--- config.mk ---
export PLATFORM = sky130hd
export DESIGN_NAME = rae_engine
export DESIGN_NICKNAME = d
export VERILOG_FILES = /design/src/rtl/rae_pkg.sv /design/src/rtl/rae_ram.sv /design/src/rtl/rae_engine.sv
export VERILOG_INCLUDE_DIRS = /design/src /design/src/rtl
export SDC_FILE = /design/constraint.sdc
export NUM_CORES = 2
export LEC_CHECK = 0
export ABC_AREA = 1
export BUFFER_PORTS_ARGS = -buffer_cell sky130_fd_sc_hd__buf_2
export CAP_MARGIN = 20
export CELL_PAD_IN_SITES_DETAIL_PLACEMENT = 1
export CELL_PAD_IN_SITES_GLOBAL_PLACEMENT = 1
export CORE_ASPECT_RATIO = 1.25
export CORE_MARGIN = 5
export CORE_UTILIZATION = 56
export CTS_CLUSTER_SIZE = 24
export DETAILED_ROUTE_END_ITERATION = 10
export PLACE_DENSITY_LB_ADDON = 0.1
export SYNTH_ARGS = -nofsm -noshare
export SYNTH_HDL_FRONTEND = slang
export SYNTH_SLANG_ARGS = --single-unit
--- constraint.sdc ---
create_clock -name clk -period 19.7 [get_ports clk]
set_input_delay 3.94 -clock clk [delete_from_list [all_inputs] [get_ports clk]]
set_output_delay 3.94 -clock clk [all_outputs]
set_load 0.01 [all_outputs]
--- src/rtl/assert_macros.svh ---
// Assertion macros used by the engine RTL of the route and ARP resolve engine.
`ifndef ASSERT_MACROS_SVH
`define ASSERT_MACROS_SVH

// Same-cycle implication, disabled during reset.
`define RAE_ASSERT(label, clk, rst, ante, cons, msg) \
  label: assert property (@(posedge clk) disable iff (rst) (ante) |-> (cons)) \
    else $error(msg);

// Next-cycle implication, disabled during reset.
`define RAE_ASSERT_NEXT(label, clk, rst, ante, cons, msg) \
  label: assert property (@(posedge clk) disable iff (rst) (ante) |=> (cons)) \
    else $error(msg);

`endif

--- src/rtl/rae_pkg.sv ---
// Package with the types, codes and helpers of the route and ARP resolve engine.
package rae_pkg;

  // Default table depths.
  localparam int ROUTE_DEPTH_DEF = 16;
  localparam int PORT_DEPTH_DEF  = 4;
  localparam int CACHE_DEPTH_DEF = 16;
  localparam int QUEUE_DEPTH_DEF = 16;

  // Results per input item at most.
  localparam int MAX_RESULTS = 16;

  // Configuration register indexes.
  localparam logic [1:0] REG_ROUTING_ENABLED = 2'd0;
  localparam logic [1:0] REG_ROUTE_COUNT     = 2'd1;
  localparam logic [1:0] REG_PORT_COUNT      = 2'd2;

  // Input item operations.
  typedef enum logic [1:0] {
    OP_LOAD_ROUTE = 2'd0,
    OP_LOAD_IF    = 2'd1,
    OP_PACKET     = 2'd2,
    OP_ARP        = 2'd3
  } op_t;

  // Result kinds.
  typedef enum logic [2:0] {
    K_IP_FRAME   = 3'd0,
    K_ARP_REQ    = 3'd1,
    K_ARP_REPLY  = 3'd2,
    K_LOCAL      = 3'd3,
    K_NO_ROUTE   = 3'd4,
    K_QUEUE_FULL = 3'd5,
    K_DROPPED    = 3'd6,
    K_DONE       = 3'd7
  } kind_t;

  // Sequencer states.
  typedef enum logic [4:0] {
    S_IDLE, S_PT_RD, S_PT_CMP, S_RT_RD, S_RT_CMP, S_RP_RD, S_RP_CMP,
    S_CH_RD, S_CH_CMP, S_WQ_FREE, S_ARPQ, S_LN_RD, S_LN_CMP, S_LN_END,
    S_RL_RD, S_RL_CMP, S_FLUSH
  } state_t;

  typedef struct packed {
    logic [1:0]  op;
    logic [3:0]  slot;
    logic [31:0] ip_a;
    logic [31:0] ip_b;
    logic [31:0] ip_c;
    logic [1:0]  port_index;
    logic [47:0] mac_value;
    logic [15:0] packet_tag;
    logic        from_network;
    logic        arp_is_request;
  } item_in_t;

  typedef struct packed {
    logic [2:0]  kind;
    logic [1:0]  out_port;
    logic [47:0] src_mac;
    logic [47:0] dst_mac;
    logic [31:0] src_ip;
    logic [31:0] dst_ip;
    logic [31:0] hop_ip;
    logic [15:0] tag_out;
    logic        last;
  } item_out_t;

  typedef struct packed {
    logic       routing_enabled;
    logic [4:0] route_count;
    logic [2:0] port_count;
  } cfg_t;

  // Route table entry.
  typedef struct packed {
    logic [31:0] subnet;
    logic [31:0] mask;
    logic [31:0] hop;
    logic [1:0]  port;
  } rt_ent_t;

  // Port table and ARP cache entry.
  typedef struct packed {
    logic [31:0] ip;
    logic [47:0] mac;
  } nb_ent_t;

  // Pending packet entry.
  typedef struct packed {
    logic [31:0] hop;
    logic [15:0] tag;
  } wq_ent_t;

  // Builds a result that is not marked last.
  function automatic item_out_t mk_res(kind_t k, logic [1:0] port, logic [47:0] smac,
                                       logic [47:0] dmac, logic [31:0] sip,
                                       logic [31:0] dip, logic [31:0] hop,
                                       logic [15:0] tag);
    item_out_t r;
    r.kind     = k;
    r.out_port = port;
    r.src_mac  = smac;
    r.dst_mac  = dmac;
    r.src_ip   = sip;
    r.dst_ip   = dip;
    r.hop_ip   = hop;
    r.tag_out  = tag;
    r.last     = 1'b0;
    return r;
  endfunction

endpackage

--- src/rtl/rae_ram.sv ---
// Generic simple dual-port RAM with one write port and a registered read port.
module rae_ram #(
  parameter int WIDTH = 8,
  parameter int DEPTH = 16
) (
  input  logic                                   clk,
  input  logic                                   we,
  input  logic [((DEPTH > 1) ? $clog2(DEPTH) : 1)-1:0] waddr,
  input  logic [WIDTH-1:0]                       wdata,
  input  logic [((DEPTH > 1) ? $clog2(DEPTH) : 1)-1:0] raddr,
  output logic [WIDTH-1:0]                       rdata
);

  logic [WIDTH-1:0] mem [DEPTH];

  // Write and registered read.
  always_ff @(posedge clk) begin
    if (we) begin
      mem[waddr] <= wdata;
    end
    rdata <= mem[raddr];
  end

endmodule

--- src/rtl/rae_engine.sv ---
// Sequencer that walks the route, port, cache and pending tables for each packet or ARP message.
`include "assert_macros.svh"

module rae_engine #(
  parameter int ROUTE_DEPTH = rae_pkg::ROUTE_DEPTH_DEF,
  parameter int PORT_DEPTH  = rae_pkg::PORT_DEPTH_DEF,
  parameter int CACHE_DEPTH = rae_pkg::CACHE_DEPTH_DEF,
  parameter int QUEUE_DEPTH = rae_pkg::QUEUE_DEPTH_DEF
) (
  input  logic                clk,
  input  logic                rst,
  input  logic                in_valid,
  output logic                in_stall,
  input  rae_pkg::item_in_t   in_item,
  input  rae_pkg::cfg_t       cfg,
  input  logic                out_free,
  output logic                push,
  output rae_pkg::item_out_t  push_res
);

  localparam int RA_W = (ROUTE_DEPTH > 1) ? $clog2(ROUTE_DEPTH) : 1;
  localparam int PA_W = (PORT_DEPTH > 1) ? $clog2(PORT_DEPTH) : 1;
  localparam int CA_W = (CACHE_DEPTH > 1) ? $clog2(CACHE_DEPTH) : 1;
  localparam int QA_W = (QUEUE_DEPTH > 1) ? $clog2(QUEUE_DEPTH) : 1;
  localparam int MAXD01 = (ROUTE_DEPTH > PORT_DEPTH) ? ROUTE_DEPTH : PORT_DEPTH;
  localparam int MAXD23 = (CACHE_DEPTH > QUEUE_DEPTH) ? CACHE_DEPTH : QUEUE_DEPTH;
  localparam int MAXD = (MAXD01 > MAXD23) ? MAXD01 : MAXD23;
  localparam int IW0 = $clog2(MAXD + 1);
  localparam int IW = (IW0 > 5) ? IW0 : 5;
  localparam logic [IW-1:0] RDEP = IW'(ROUTE_DEPTH);
  localparam logic [IW-1:0] PDEP = IW'(PORT_DEPTH);
  localparam logic [IW-1:0] CDEP = IW'(CACHE_DEPTH);
  localparam logic [IW-1:0] QDEP = IW'(QUEUE_DEPTH);
  localparam logic [4:0] MAXR = 5'(rae_pkg::MAX_RESULTS);
  localparam logic [CA_W-1:0] VICTIM_LAST = CA_W'(CACHE_DEPTH - 1);

  rae_pkg::state_t    state, state_next;
  rae_pkg::item_in_t  it, it_next;
  logic [IW-1:0]      idx, idx_next;
  logic [4:0]         res_n, res_n_next;
  logic [1:0]         p_port, p_port_next;
  logic [47:0]        p_mac, p_mac_next;
  logic [31:0]        hop, hop_next;
  logic [1:0]         rport, rport_next;
  logic [31:0]        r_ip, r_ip_next;
  logic [47:0]        r_mac, r_mac_next;
  logic               free_found, free_found_next;
  logic [CA_W-1:0]    free_idx, free_idx_next;
  logic [CA_W-1:0]    victim, victim_next;
  rae_pkg::item_out_t stg, stg_next;
  logic               stg_valid, stg_valid_next;
  logic [CACHE_DEPTH-1:0] cvalid;
  logic [QUEUE_DEPTH-1:0] wvalid;
  logic               cv_set, wv_set, wv_clr;

  logic               in_acc, can_emit, produce;
  rae_pkg::item_out_t new_res;
  logic [31:0]        key;
  logic [IW-1:0]      n_routes, n_ports;
  logic [CA_W-1:0]    ci;
  logic [QA_W-1:0]    qi;

  logic               rt_we, pt_we, ch_we, wq_we;
  logic [RA_W-1:0]    rt_waddr, rt_raddr;
  logic [PA_W-1:0]    pt_waddr, pt_raddr;
  logic [CA_W-1:0]    ch_waddr, ch_raddr;
  logic [QA_W-1:0]    wq_waddr, wq_raddr;
  rae_pkg::rt_ent_t   rt_wdata, rt_rdata;
  rae_pkg::nb_ent_t   pt_wdata, pt_rdata, ch_wdata, ch_rdata;
  rae_pkg::wq_ent_t   wq_wdata, wq_rdata;

  // Table memories.
  rae_ram #(.WIDTH($bits(rae_pkg::rt_ent_t)), .DEPTH(ROUTE_DEPTH)) u_rt_ram (
    .clk(clk), .we(rt_we), .waddr(rt_waddr), .wdata(rt_wdata),
    .raddr(rt_raddr), .rdata(rt_rdata)
  );
  rae_ram #(.WIDTH($bits(rae_pkg::nb_ent_t)), .DEPTH(PORT_DEPTH)) u_pt_ram (
    .clk(clk), .we(pt_we), .waddr(pt_waddr), .wdata(pt_wdata),
    .raddr(pt_raddr), .rdata(pt_rdata)
  );
  rae_ram #(.WIDTH($bits(rae_pkg::nb_ent_t)), .DEPTH(CACHE_DEPTH)) u_ch_ram (
    .clk(clk), .we(ch_we), .waddr(ch_waddr), .wdata(ch_wdata),
    .raddr(ch_raddr), .rdata(ch_rdata)
  );
  rae_ram #(.WIDTH($bits(rae_pkg::wq_ent_t)), .DEPTH(QUEUE_DEPTH)) u_wq_ram (
    .clk(clk), .we(wq_we), .waddr(wq_waddr), .wdata(wq_wdata),
    .raddr(wq_raddr), .rdata(wq_rdata)
  );

  // Fixed addressing and write data.
  assign in_stall = (state != rae_pkg::S_IDLE);
  assign in_acc   = in_valid && (state == rae_pkg::S_IDLE);
  assign can_emit = !stg_valid || out_free;
  assign key      = (it.op == rae_pkg::OP_ARP) ? it.ip_b : it.ip_a;
  assign ci       = idx[CA_W-1:0];
  assign qi       = idx[QA_W-1:0];
  assign n_routes = (IW'(cfg.route_count) > RDEP) ? RDEP : IW'(cfg.route_count);
  assign n_ports  = (IW'(cfg.port_count) > PDEP) ? PDEP : IW'(cfg.port_count);

  assign rt_waddr = RA_W'(in_item.slot);
  assign rt_wdata = '{subnet: in_item.ip_a, mask: in_item.ip_b, hop: in_item.ip_c,
                      port: in_item.port_index};
  assign rt_raddr = idx[RA_W-1:0];
  assign pt_waddr = PA_W'(in_item.slot);
  assign pt_wdata = '{ip: in_item.ip_a, mac: in_item.mac_value};
  assign pt_raddr = (state == rae_pkg::S_RP_RD || state == rae_pkg::S_RP_CMP) ?
                    PA_W'(rport) : idx[PA_W-1:0];
  assign ch_wdata = '{ip: it.ip_a, mac: it.mac_value};
  assign ch_raddr = ci;
  assign wq_waddr = qi;
  assign wq_wdata = '{hop: hop, tag: it.packet_tag};
  assign wq_raddr = qi;

  // Next state, table writes and result production.
  always_comb begin
    state_next      = state;
    it_next         = it;
    idx_next        = idx;
    res_n_next      = res_n;
    p_port_next     = p_port;
    p_mac_next      = p_mac;
    hop_next        = hop;
    rport_next      = rport;
    r_ip_next       = r_ip;
    r_mac_next      = r_mac;
    free_found_next = free_found;
    free_idx_next   = free_idx;
    victim_next     = victim;
    rt_we           = 1'b0;
    pt_we           = 1'b0;
    ch_we           = 1'b0;
    ch_waddr        = ci;
    wq_we           = 1'b0;
    cv_set          = 1'b0;
    wv_set          = 1'b0;
    wv_clr          = 1'b0;
    produce         = 1'b0;
    new_res         = '0;

    case (state)
      rae_pkg::S_IDLE: begin
        if (in_acc) begin
          it_next         = in_item;
          idx_next        = '0;
          res_n_next      = '0;
          free_found_next = 1'b0;
          case (rae_pkg::op_t'(in_item.op))
            rae_pkg::OP_LOAD_ROUTE: begin
              rt_we      = (IW'(in_item.slot) < RDEP);
              produce    = 1'b1;
              new_res    = rae_pkg::mk_res(rae_pkg::K_DONE, '0, '0, '0, '0, '0, '0, '0);
              state_next = rae_pkg::S_FLUSH;
            end
            rae_pkg::OP_LOAD_IF: begin
              pt_we      = (IW'(in_item.slot) < PDEP);
              produce    = 1'b1;
              new_res    = rae_pkg::mk_res(rae_pkg::K_DONE, '0, '0, '0, '0, '0, '0, '0);
              state_next = rae_pkg::S_FLUSH;
            end
            rae_pkg::OP_PACKET: begin
              state_next = in_item.from_network ? rae_pkg::S_PT_RD : rae_pkg::S_RT_RD;
            end
            default: begin
              state_next = rae_pkg::S_PT_RD;
            end
          endcase
        end
      end

      // Port IP search.
      rae_pkg::S_PT_RD: begin
        if (idx >= n_ports) begin
          if (it.op == rae_pkg::OP_PACKET && cfg.routing_enabled) begin
            idx_next   = '0;
            state_next = rae_pkg::S_RT_RD;
          end else begin
            produce    = 1'b1;
            new_res    = rae_pkg::mk_res(rae_pkg::K_DROPPED, '0, '0, '0, '0, '0, '0,
                             (it.op == rae_pkg::OP_PACKET) ? it.packet_tag : 16'd0);
            state_next = rae_pkg::S_FLUSH;
          end
        end else begin
          state_next = rae_pkg::S_PT_CMP;
        end
      end
      rae_pkg::S_PT_CMP: begin
        if (pt_rdata.ip == key) begin
          p_port_next = idx[1:0];
          p_mac_next  = pt_rdata.mac;
          if (it.op == rae_pkg::OP_PACKET) begin
            produce    = 1'b1;
            new_res    = rae_pkg::mk_res(rae_pkg::K_LOCAL, idx[1:0], '0, '0, '0, '0, '0,
                                         it.packet_tag);
            state_next = rae_pkg::S_FLUSH;
          end else begin
            idx_next        = '0;
            free_found_next = 1'b0;
            state_next      = rae_pkg::S_LN_RD;
          end
        end else begin
          idx_next   = idx + IW'(1);
          state_next = rae_pkg::S_PT_RD;
        end
      end

      // First-match route search.
      rae_pkg::S_RT_RD: begin
        if (idx >= n_routes) begin
          produce    = 1'b1;
          new_res    = rae_pkg::mk_res(rae_pkg::K_NO_ROUTE, '0, '0, '0, '0, '0, '0,
                                       it.packet_tag);
          state_next = rae_pkg::S_FLUSH;
        end else begin
          state_next = rae_pkg::S_RT_CMP;
        end
      end
      rae_pkg::S_RT_CMP: begin
        if ((it.ip_a & rt_rdata.mask) == rt_rdata.subnet) begin
          hop_next   = (rt_rdata.hop != 32'd0) ? rt_rdata.hop : it.ip_a;
          rport_next = rt_rdata.port;
          state_next = rae_pkg::S_RP_RD;
        end else begin
          idx_next   = idx + IW'(1);
          state_next = rae_pkg::S_RT_RD;
        end
      end

      // Outgoing port address lookup.
      rae_pkg::S_RP_RD: begin
        state_next = rae_pkg::S_RP_CMP;
      end
      rae_pkg::S_RP_CMP: begin
        if (IW'(rport) < PDEP) begin
          r_ip_next  = pt_rdata.ip;
          r_mac_next = pt_rdata.mac;
        end else begin
          r_ip_next  = '0;
          r_mac_next = '0;
        end
        idx_next   = '0;
        state_next = rae_pkg::S_CH_RD;
      end

      // ARP cache lookup of the next hop.
      rae_pkg::S_CH_RD: begin
        if (idx >= CDEP) begin
          idx_next   = '0;
          state_next = rae_pkg::S_WQ_FREE;
        end else if (!cvalid[ci]) begin
          idx_next = idx + IW'(1);
        end else begin
          state_next = rae_pkg::S_CH_CMP;
        end
      end
      rae_pkg::S_CH_CMP: begin
        if (ch_rdata.ip == hop) begin
          produce    = 1'b1;
          new_res    = rae_pkg::mk_res(rae_pkg::K_IP_FRAME, rport, r_mac, ch_rdata.mac,
                                       '0, '0, hop, it.packet_tag);
          state_next = rae_pkg::S_FLUSH;
        end else begin
          idx_next   = idx + IW'(1);
          state_next = rae_pkg::S_CH_RD;
        end
      end

      // Park the packet in the first free pending slot, or report a full queue; then send the ARP request.
      rae_pkg::S_WQ_FREE: begin
        if (idx >= QDEP) begin
          produce    = 1'b1;
          new_res    = rae_pkg::mk_res(rae_pkg::K_QUEUE_FULL, rport, '0, '0, '0, '0, hop,
                                       it.packet_tag);
          state_next = rae_pkg::S_ARPQ;
        end else if (!wvalid[qi]) begin
          wq_we      = 1'b1;
          wv_set     = 1'b1;
          state_next = rae_pkg::S_ARPQ;
        end else begin
          idx_next = idx + IW'(1);
        end
      end
      rae_pkg::S_ARPQ: begin
        if (can_emit) begin
          produce    = 1'b1;
          new_res    = rae_pkg::mk_res(rae_pkg::K_ARP_REQ, rport, r_mac, '0, r_ip, hop,
                                       hop, it.packet_tag);
          state_next = rae_pkg::S_FLUSH;
        end
      end

      // Learn the ARP sender: update in place, else first free, else victim.
      rae_pkg::S_LN_RD: begin
        if (idx >= CDEP) begin
          ch_we  = 1'b1;
          cv_set = 1'b1;
          if (free_found) begin
            ch_waddr = free_idx;
          end else begin
            ch_waddr    = victim;
            victim_next = (victim == VICTIM_LAST) ? '0 : victim + CA_W'(1);
          end
          state_next = rae_pkg::S_LN_END;
        end else if (!cvalid[ci]) begin
          if (!free_found) begin
            free_found_next = 1'b1;
            free_idx_next   = ci;
          end
          idx_next = idx + IW'(1);
        end else begin
          state_next = rae_pkg::S_LN_CMP;
        end
      end
      rae_pkg::S_LN_CMP: begin
        if (ch_rdata.ip == it.ip_a) begin
          ch_we      = 1'b1;
          state_next = rae_pkg::S_LN_END;
        end else begin
          idx_next   = idx + IW'(1);
          state_next = rae_pkg::S_LN_RD;
        end
      end
      rae_pkg::S_LN_END: begin
        if (it.arp_is_request) begin
          produce    = 1'b1;
          new_res    = rae_pkg::mk_res(rae_pkg::K_ARP_REPLY, p_port, p_mac, it.mac_value,
                                       it.ip_b, it.ip_a, '0, '0);
          state_next = rae_pkg::S_FLUSH;
        end else begin
          idx_next   = '0;
          state_next = rae_pkg::S_RL_RD;
        end
      end

      // Release parked packets waiting on the sender, in slot order.
      rae_pkg::S_RL_RD: begin
        if (idx >= QDEP || res_n == MAXR) begin
          if (res_n == 5'd0) begin
            produce = 1'b1;
            new_res = rae_pkg::mk_res(rae_pkg::K_DONE, '0, '0, '0, '0, '0, '0, '0);
          end
          state_next = rae_pkg::S_FLUSH;
        end else if (!wvalid[qi]) begin
          idx_next = idx + IW'(1);
        end else begin
          state_next = rae_pkg::S_RL_CMP;
        end
      end
      rae_pkg::S_RL_CMP: begin
        if (wq_rdata.hop == it.ip_a) begin
          if (can_emit) begin
            wv_clr     = 1'b1;
            produce    = 1'b1;
            new_res    = rae_pkg::mk_res(rae_pkg::K_IP_FRAME, p_port, p_mac, it.mac_value,
                                         '0, '0, it.ip_a, wq_rdata.tag);
            res_n_next = res_n + 5'd1;
            idx_next   = idx + IW'(1);
            state_next = rae_pkg::S_RL_RD;
          end
        end else begin
          idx_next   = idx + IW'(1);
          state_next = rae_pkg::S_RL_RD;
        end
      end

      rae_pkg::S_FLUSH: begin
        if (out_free) begin
          state_next = rae_pkg::S_IDLE;
        end
      end

      default: begin
        state_next = rae_pkg::S_IDLE;
      end
    endcase
  end

  // Staging register: a result goes out once the next one exists or the item ends,
  // so the final result can carry the last mark.
  always_comb begin
    stg_next       = stg;
    stg_valid_next = stg_valid;
    push           = 1'b0;
    push_res       = stg;
    if (produce) begin
      push           = stg_valid;
      stg_next       = new_res;
      stg_valid_next = 1'b1;
    end else if (state == rae_pkg::S_FLUSH && out_free) begin
      push           = 1'b1;
      push_res.last  = 1'b1;
      stg_valid_next = 1'b0;
    end
  end

  // Control registers.
  always_ff @(posedge clk) begin
    if (rst) begin
      state     <= rae_pkg::S_IDLE;
      stg_valid <= 1'b0;
      victim    <= '0;
      cvalid    <= '0;
      wvalid    <= '0;
    end else begin
      state     <= state_next;
      stg_valid <= stg_valid_next;
      victim    <= victim_next;
      if (cv_set) begin
        cvalid[ch_waddr] <= 1'b1;
      end
      if (wv_set) begin
        wvalid[qi] <= 1'b1;
      end
      if (wv_clr) begin
        wvalid[qi] <= 1'b0;
      end
    end
  end

  // Working registers.
  always_ff @(posedge clk) begin
    it         <= it_next;
    idx        <= idx_next;
    res_n      <= res_n_next;
    p_port     <= p_port_next;
    p_mac      <= p_mac_next;
    hop        <= hop_next;
    rport      <= rport_next;
    r_ip       <= r_ip_next;
    r_mac      <= r_mac_next;
    free_found <= free_found_next;
    free_idx   <= free_idx_next;
    stg        <= stg_next;
  end

  // Checks on the sequencer and the staging register.
  `RAE_ASSERT(a_push_free, clk, rst, push, out_free, "result pushed into a busy output")
  `RAE_ASSERT(a_idle_empty, clk, rst, state == rae_pkg::S_IDLE, !stg_valid,
              "staged result left over in idle")
  `RAE_ASSERT_NEXT(a_acc_busy, clk, rst, in_acc, state != rae_pkg::S_IDLE,
                   "accepted item did not start work")
  `RAE_ASSERT(a_res_limit, clk, rst, 1'b1, res_n <= MAXR, "too many results for one item")

endmodule

Word level (Yosys, flattened, before mapping)
Memory sizes are Yosys's and may differ from the RTL's. A register that Yosys moved wholly into a read port is not among the register bits.
Index checks and enable logic that the tools add are counted.
{ "word_totals": {"mem_count": 4, "mem_bits_rw": 3936, "register_bits": 566, "in_bits": 183, "word_cells": 267, "out_inout_bits": 216} }
{ "memory_table": {"columns": ["name", "words", "word_bits", "rd", "rd_ports_with_merged_regs", "wr", "line_no", "source"], "rows": [
  ["u_rt_ram.mem", 16, 98, 1, 1, 1, "rae_ram.sv:14", "logic [WIDTH-1:0] mem [DEPTH];"],
  ["u_ch_ram.mem", 16, 80, 1, 1, 1, "rae_ram.sv:14", null],
  ["u_wq_ram.mem", 16, 48, 1, 1, 1, "rae_ram.sv:14", null],
  ["u_pt_ram.mem", 4, 80, 1, 1, 1, "rae_ram.sv:14", null]
]} }
{ "classes": {"order_cmp": 10, "n_bitwise": 8, "muxes": 132, "eq_ne": 52, "reduce_logical": 28, "n_addsub": 3} }
{ "op_table": {"columns": ["cell", "n"], "rows": [
  ["214-bit one-hot mux with 10 select lines", 1],
  ["214-bit two-way mux", 8],
  ["213-bit two-way mux", 3],
  ["211-bit two-way mux", 3],
  ["212-bit two-way mux", 1],
  ["5-bit two-way mux", 41],
  ["32-bit equality test", 5],
  ["5-bit one-hot mux with 17 select lines", 1],
  ["5-bit one-hot mux with 13 select lines", 1],
  ["16-bit two-way mux", 4],
  ["32-bit two-way mux", 2],
  ["1-bit two-way mux", 49],
  ["5-bit by 4-bit equality test with 1-bit output, second input constant", 8],
  ["2-bit != test, second input constant", 19],
  ["32-bit bitwise AND", 1],
  ["16-bit OR", 2],
  ["32-bit nonzero test", 1],
  ["5-bit by 3-bit equality test with 1-bit output, second input constant", 4],
  ["5-bit one-hot mux with 2 select lines", 2],
  ["3-bit != test, second input constant", 6],
  ["16-bit bitwise AND", 1],
  ["4-bit two-way mux", 4],
  ["16-bit NOT", 1],
  ["15-bit AND reduction", 1],
  ["other kinds (39)", 64]
]} }

Logic depth before layout (Yosys ltp)
{ "depth": {"depth_word": 9, "ltp_mapped": 19, "mapped_depth_nobuf": 15} }

Hierarchy
Synthesis repeated with hierarchy kept, for this count alone.
{ "hier_totals": {"hier_cells": 18473, "hier_area_um2": 200524.8} }
{ "by_module_without_submodules": {"columns": ["module", "area_per_inst_um2", "instances", "seq_area_each_um2", "cells_each"], "rows": [
  ["rae_ram (u_rt_ram)", 68823.5, 1, 49047.0, 6431],
  ["rae_ram (u_ch_ram)", 56158.9, 1, 40038.4, 5256],
  ["rae_ram (u_wq_ram)", 33988.8, 1, 24023.0, 3165],
  ["rae_engine", 25383.1, 1, 16545.9, 2280],
  ["rae_ram (u_pt_ram)", 16170.5, 1, 11210.8, 1341]
]} }

Worst setup path before layout
No wires, ideal clock.
{ "synth_timing": {"path_type": "input port to output port", "start": "in cfg[3] in the netlist's numbering", "end": "out push", "t_arrival_ns": 11.148, "stages": 10, "n_path_buf": 0, "t_required_ns": 15.760, "path_slack_ns": 4.612, "cell_sequence": "o41ai_1 > nand2_1 > ha_1 > a21oi_1 > o21a_1 > nand3_1 > nand2_1 > nand3_1 > nand2_1 > nand2_1"} }
{ "synth_via": {"elab_chain_cells": 6} }
{ "synth_rtl": {"columns": ["item", "line_no", "source"], "rows": [
  ["from (decl)", "rae_engine.sv:15", "input rae_pkg::cfg_t cfg,"],
  ["5-bit greater-than comparator", "rae_engine.sv:97", "assign n_routes = (IW'(cfg.route_count) > RDEP) ? RDEP : IW'(cfg.route_count);"],
  ["5-bit two-way mux (*)", "rae_engine.sv:97", null],
  ["5-bit >= comparator (*)", "rae_engine.sv:208", "if (idx >= n_routes) begin"],
  ["1-bit two-way mux (*)", "rae_engine.sv:208", null],
  ["1-bit one-hot mux with 10 select lines (*)", "rae_engine.sv:140", "case (state)"],
  ["via produce", "rae_engine.sv:56", "logic in_acc, can_emit, produce;"],
  ["1-bit two-way mux (*)", "rae_engine.sv:384", "if (produce) begin"],
  ["to (decl)", "rae_engine.sv:17", "output logic push,"]
]} }
Mark *: on every way through the listed nets, which the timed path passes. The rest lies on a longest branch.

Final worst setup path
{ "layout_timing": {"start": "in out_free", "end": "out push"} }
{ "layout_via": {"elab_chain_cells": 5, "elab_cells_between_ends": 7, "classes_between": "mux (5); reduce/logical (2)"} }
{ "layout_rtl": {"columns": ["item", "line_no", "source"], "rows": [
  ["from (decl)", "rae_engine.sv:16", "input logic out_free,"],
  ["1-bit logical OR (*)", "rae_engine.sv:93", "assign can_emit = !stg_valid || out_free;"],
  ["1-bit two-way mux (*)", "rae_engine.sv:283, rae_engine.sv:350", null],
  ["1-bit two-way mux", "rae_engine.sv:349", "if (wq_rdata.hop == it.ip_a) begin"],
  ["1-bit one-hot mux with 10 select lines (*)", "rae_engine.sv:140", null],
  ["via produce", "rae_engine.sv:56", null],
  ["1-bit two-way mux (*)", "rae_engine.sv:384", null]
]} }
Marked as above.

==> flow_summary.toml <==
[run_status]
status = "complete, no violations"

[die]
start_util = 0.562
dieArea_um2 = 335000
die_w_um = 518
rows = 233
pin_count = 399
core_region_area_um2 = 322000
die_y_um = 645

[pwr]
ir_drop_uv = 149
leakage_nw = 67.1
power_density_nw_per_um2 = 146
finalPower_mw = 29.6

[min_path]
min_path_type = "flop to flop"
min_from = "u_rt_ram.rdata[0]$_DFF_P_"

[critical_path]
worst_ep_arrival_time_ns = 7.33
cp-startpoint = "out_free"
worstSetupPathType = "input pin to primary output"
critical_path_required_ns = 15.76
reg2reg_from = "idx[0]$_DFFE_PP_"
crit_path_max_fanout = 34
crit_path_end_kind = "primary output"
crit_path_start_kind = "input pin"

[layout]
area_delta_synth_final_pct = 12.1
drive_gt1_frac = 0.105
utilization = 0.630
nNetsFinal = 13700
fill_cells = 29900

[placement]
pre_cts_slack_ns = 8.51
numPortBuffers = 398
gp_congestion = 0.883
dp_hpwl_mm = 336

[timing]
fin_worst_skew_ns = 0.0655
tightest_slew_ns = 1.24
fin_crit_ns = 11.27
setup-tns-final_ns = 0
hold_violations = 0
slew_viol_final = 0
layout_setup_ws_ns = 8.43
slew_headroom = 0.170
rsz0062_at_grt = "false"
hold_ws_ns = 0.413
fin_crit_sh = 0.572
max_freq_ghz = 0.0888
setup_viol = 0

[clocking]
cts_hold_buf = 0
cts_resized = 0
clock_latency_ns = 0.96
cts_tree = "yes"
cts_max_path_buffers = 4
cts_made_buffers = 455
htreeDepth = 5
path_clk_slew_ns = 0.06
clock_sinks = 4807
cts_setup_buffers = 0
clockRootBuffer = "clkbuf_16"

[detailed_routing]
drtIter0Drc = 14300
vias = 120000
drc_errors = 0
wire_per_inst_um = 32.9
post_drt_via_cell_ratio = 6.57
drtAntennaViolNets = 0
dr.pass1.iters = 6
wirelength_mm = 599

[job]
maxCapViolCount = 0

[synthesis]
yosysSeqAreaShare = 0.779
synth_edf_count = 4459
ys_ff_latch = 4807
synthesis.area_um2 = 181000
ys_warn_count = 0
ys.flop_type = "edfxtp_1"
syn_nets = 13500
syn_inst = 13300
synth_async_sr_flop_share = 0
avgSynthCellArea_um2 = 13.6
yosysUniqueCellTypes = 50

[grt]
grt_max_degree = 217
grt_pass1_wl_mm = 856
overflow = 0
antenna_found_initial = 74
grt_usage = 0.349
grt_pass1_vias = 125000
[cell families after synthesis]
| family | synth area share |
|---|---|
| AO/OA/AOI/OAI | 0.101 |
| XOR/XNOR | 0.00499 |
| adder cells (fa/ha/maj) | 0.00104 |
| buffers and inverters | 0.0235 |
| flip-flops | 0.779 |
| AND/OR/NAND/NOR | 0.0905 |
[metal layers]
layer  GRT usage  up-vias  part of all wire
met3      0.0648     1528             0.090
met4       0.196       26             0.062
li1            -    49600                 -
met2       0.575     6421              0.49
met1       0.438    61900              0.36
met5           0        -           0.00028
[stage by stage]
stage	cells	cell area [µm²]
final	18200	203000
after global placement	17300	187000
after floorplan	13300	181000
after global routing	18200	203000
after CTS	18100	202000
after detailed placement	17300	187000
[power breakdown]
part           switching [mW]  total, mW  internal (mW)
Sequential              0.680       12.7           12.1
Combinational            5.92       7.90           1.98
Clock                    3.85       9.00           5.15
[cell usage in the layout, fill, tap and decap left out, types with 40 or more instances in the layout]
cell and n:
clkbuf_8 46, nand2_1 1358, nand4_1 251, clkinv_2 100
a22o_1 77, a32o_1 49, nor3_1 41, bufinv_16 48
buf_4 200, clkinv_1 50, o21ai_0 2029, nand3_1 111
inv_1 206, xor2_1 63, xnor2_1 40, edfxtp_1 4459
o22ai_1 1045, nor2_1 2124, buf_2 398, dfxtp_1 348
clkbuf_16 467, clkbuf_1 100
[sequential cells by signal, indices dropped and copies added, names as in the netlist, 5 cells and up, named ones only]
name,cells
idx,5
push_res,213
r_ip,32
it,51
u_rt_ram.rdata,98
hop,32
u_pt_ram.mem,320
u_wq_ram.rdata,48
wvalid,14
cvalid,16
u_ch_ram.rdata,80
res_n,5
u_ch_ram.mem,1280
p_mac,48
state,5
u_pt_ram.rdata,80
u_rt_ram.mem,1568
u_wq_ram.mem,768
ch_wdata,80
r_mac,48
[critical path, cell delays in order]
cell	delay, ns
buf_2	0.15
inv_1	0.07
nand2_1	0.22
inv_1	0.17
nor2_4	0.81
inv_2	0.58
nand3_2	0.32
nor2_1	0.13
nand3_4	0.42
nand2_1	0.11
nand2_1	0.20
buf_2	0.17
[area by class of cell]
| type | count | area, µm² | share of cell area |
|---|---|---|---|
| Inverter | 231 | 895 | 0.00441 |
| Timing Repair Buffer | 630 | 4220 | 0.0208 |
| Multi-Input combinational cell | 7409 | 36200 | 0.178 |
| Clock inverter | 228 | 2480 | 0.0122 |
| Sequential cell | 4807 | 141000 | 0.695 |
| Antenna cell | 31 | 77.6 | 0.000383 |
| Tap cell | 4230 | 5290 | 0.0261 |
| Clock buffer | 613 | 12700 | 0.0626 |
[cells in the mapped netlist (3+ instances only)]
cell type,count,area share
a21oi_1,35,0.00097
a22o_1,77,0.0037
a32o_1,49,0.0027
buf_1,58,0.0012
buf_2,143,0.0040
buf_4,13,0.00054
buf_6,4,0.00025
clkbuf_1,614,0.013
dfxtp_1,348,0.039
edfxtp_1,4459,0.74
ha_1,15,0.0010
inv_1,212,0.0044
inv_2,17,0.00035
nand2_1,1359,0.028
nand2_2,7,0.00024
nand2_4,4,0.00025
nand3_1,113,0.0031
nand3_2,5,0.00028
nand3b_1,23,0.00095
nand4_1,251,0.0087
nor2_1,2151,0.045
nor2_2,11,0.00038
nor2_4,6,0.00037
nor3_1,63,0.0017
nor3_2,11,0.00061
nor3b_1,3,0.00012
nor4_1,3,0.00010
o211ai_1,11,0.00046
o21ai_0,2029,0.056
o21ai_1,4,0.00011
o21ai_2,5,0.00024
o21bai_1,4,0.00017
o22ai_1,1045,0.036
or2_2,9,0.00031
xnor2_1,40,0.0019
xor2_1,63,0.0031
[final timing paths]
check	slack (ns)	end	cells past startpoint
max	8.43	push	12
min	0.41	rport[0]$_DFFE_PP_	0
max reg2reg	13.78	u_rt_ram.rdata[65]$_DFF_P_	10
min reg2reg	0.41	rport[0]$_DFFE_PP_	0
(Power assumes the default switching activity.)
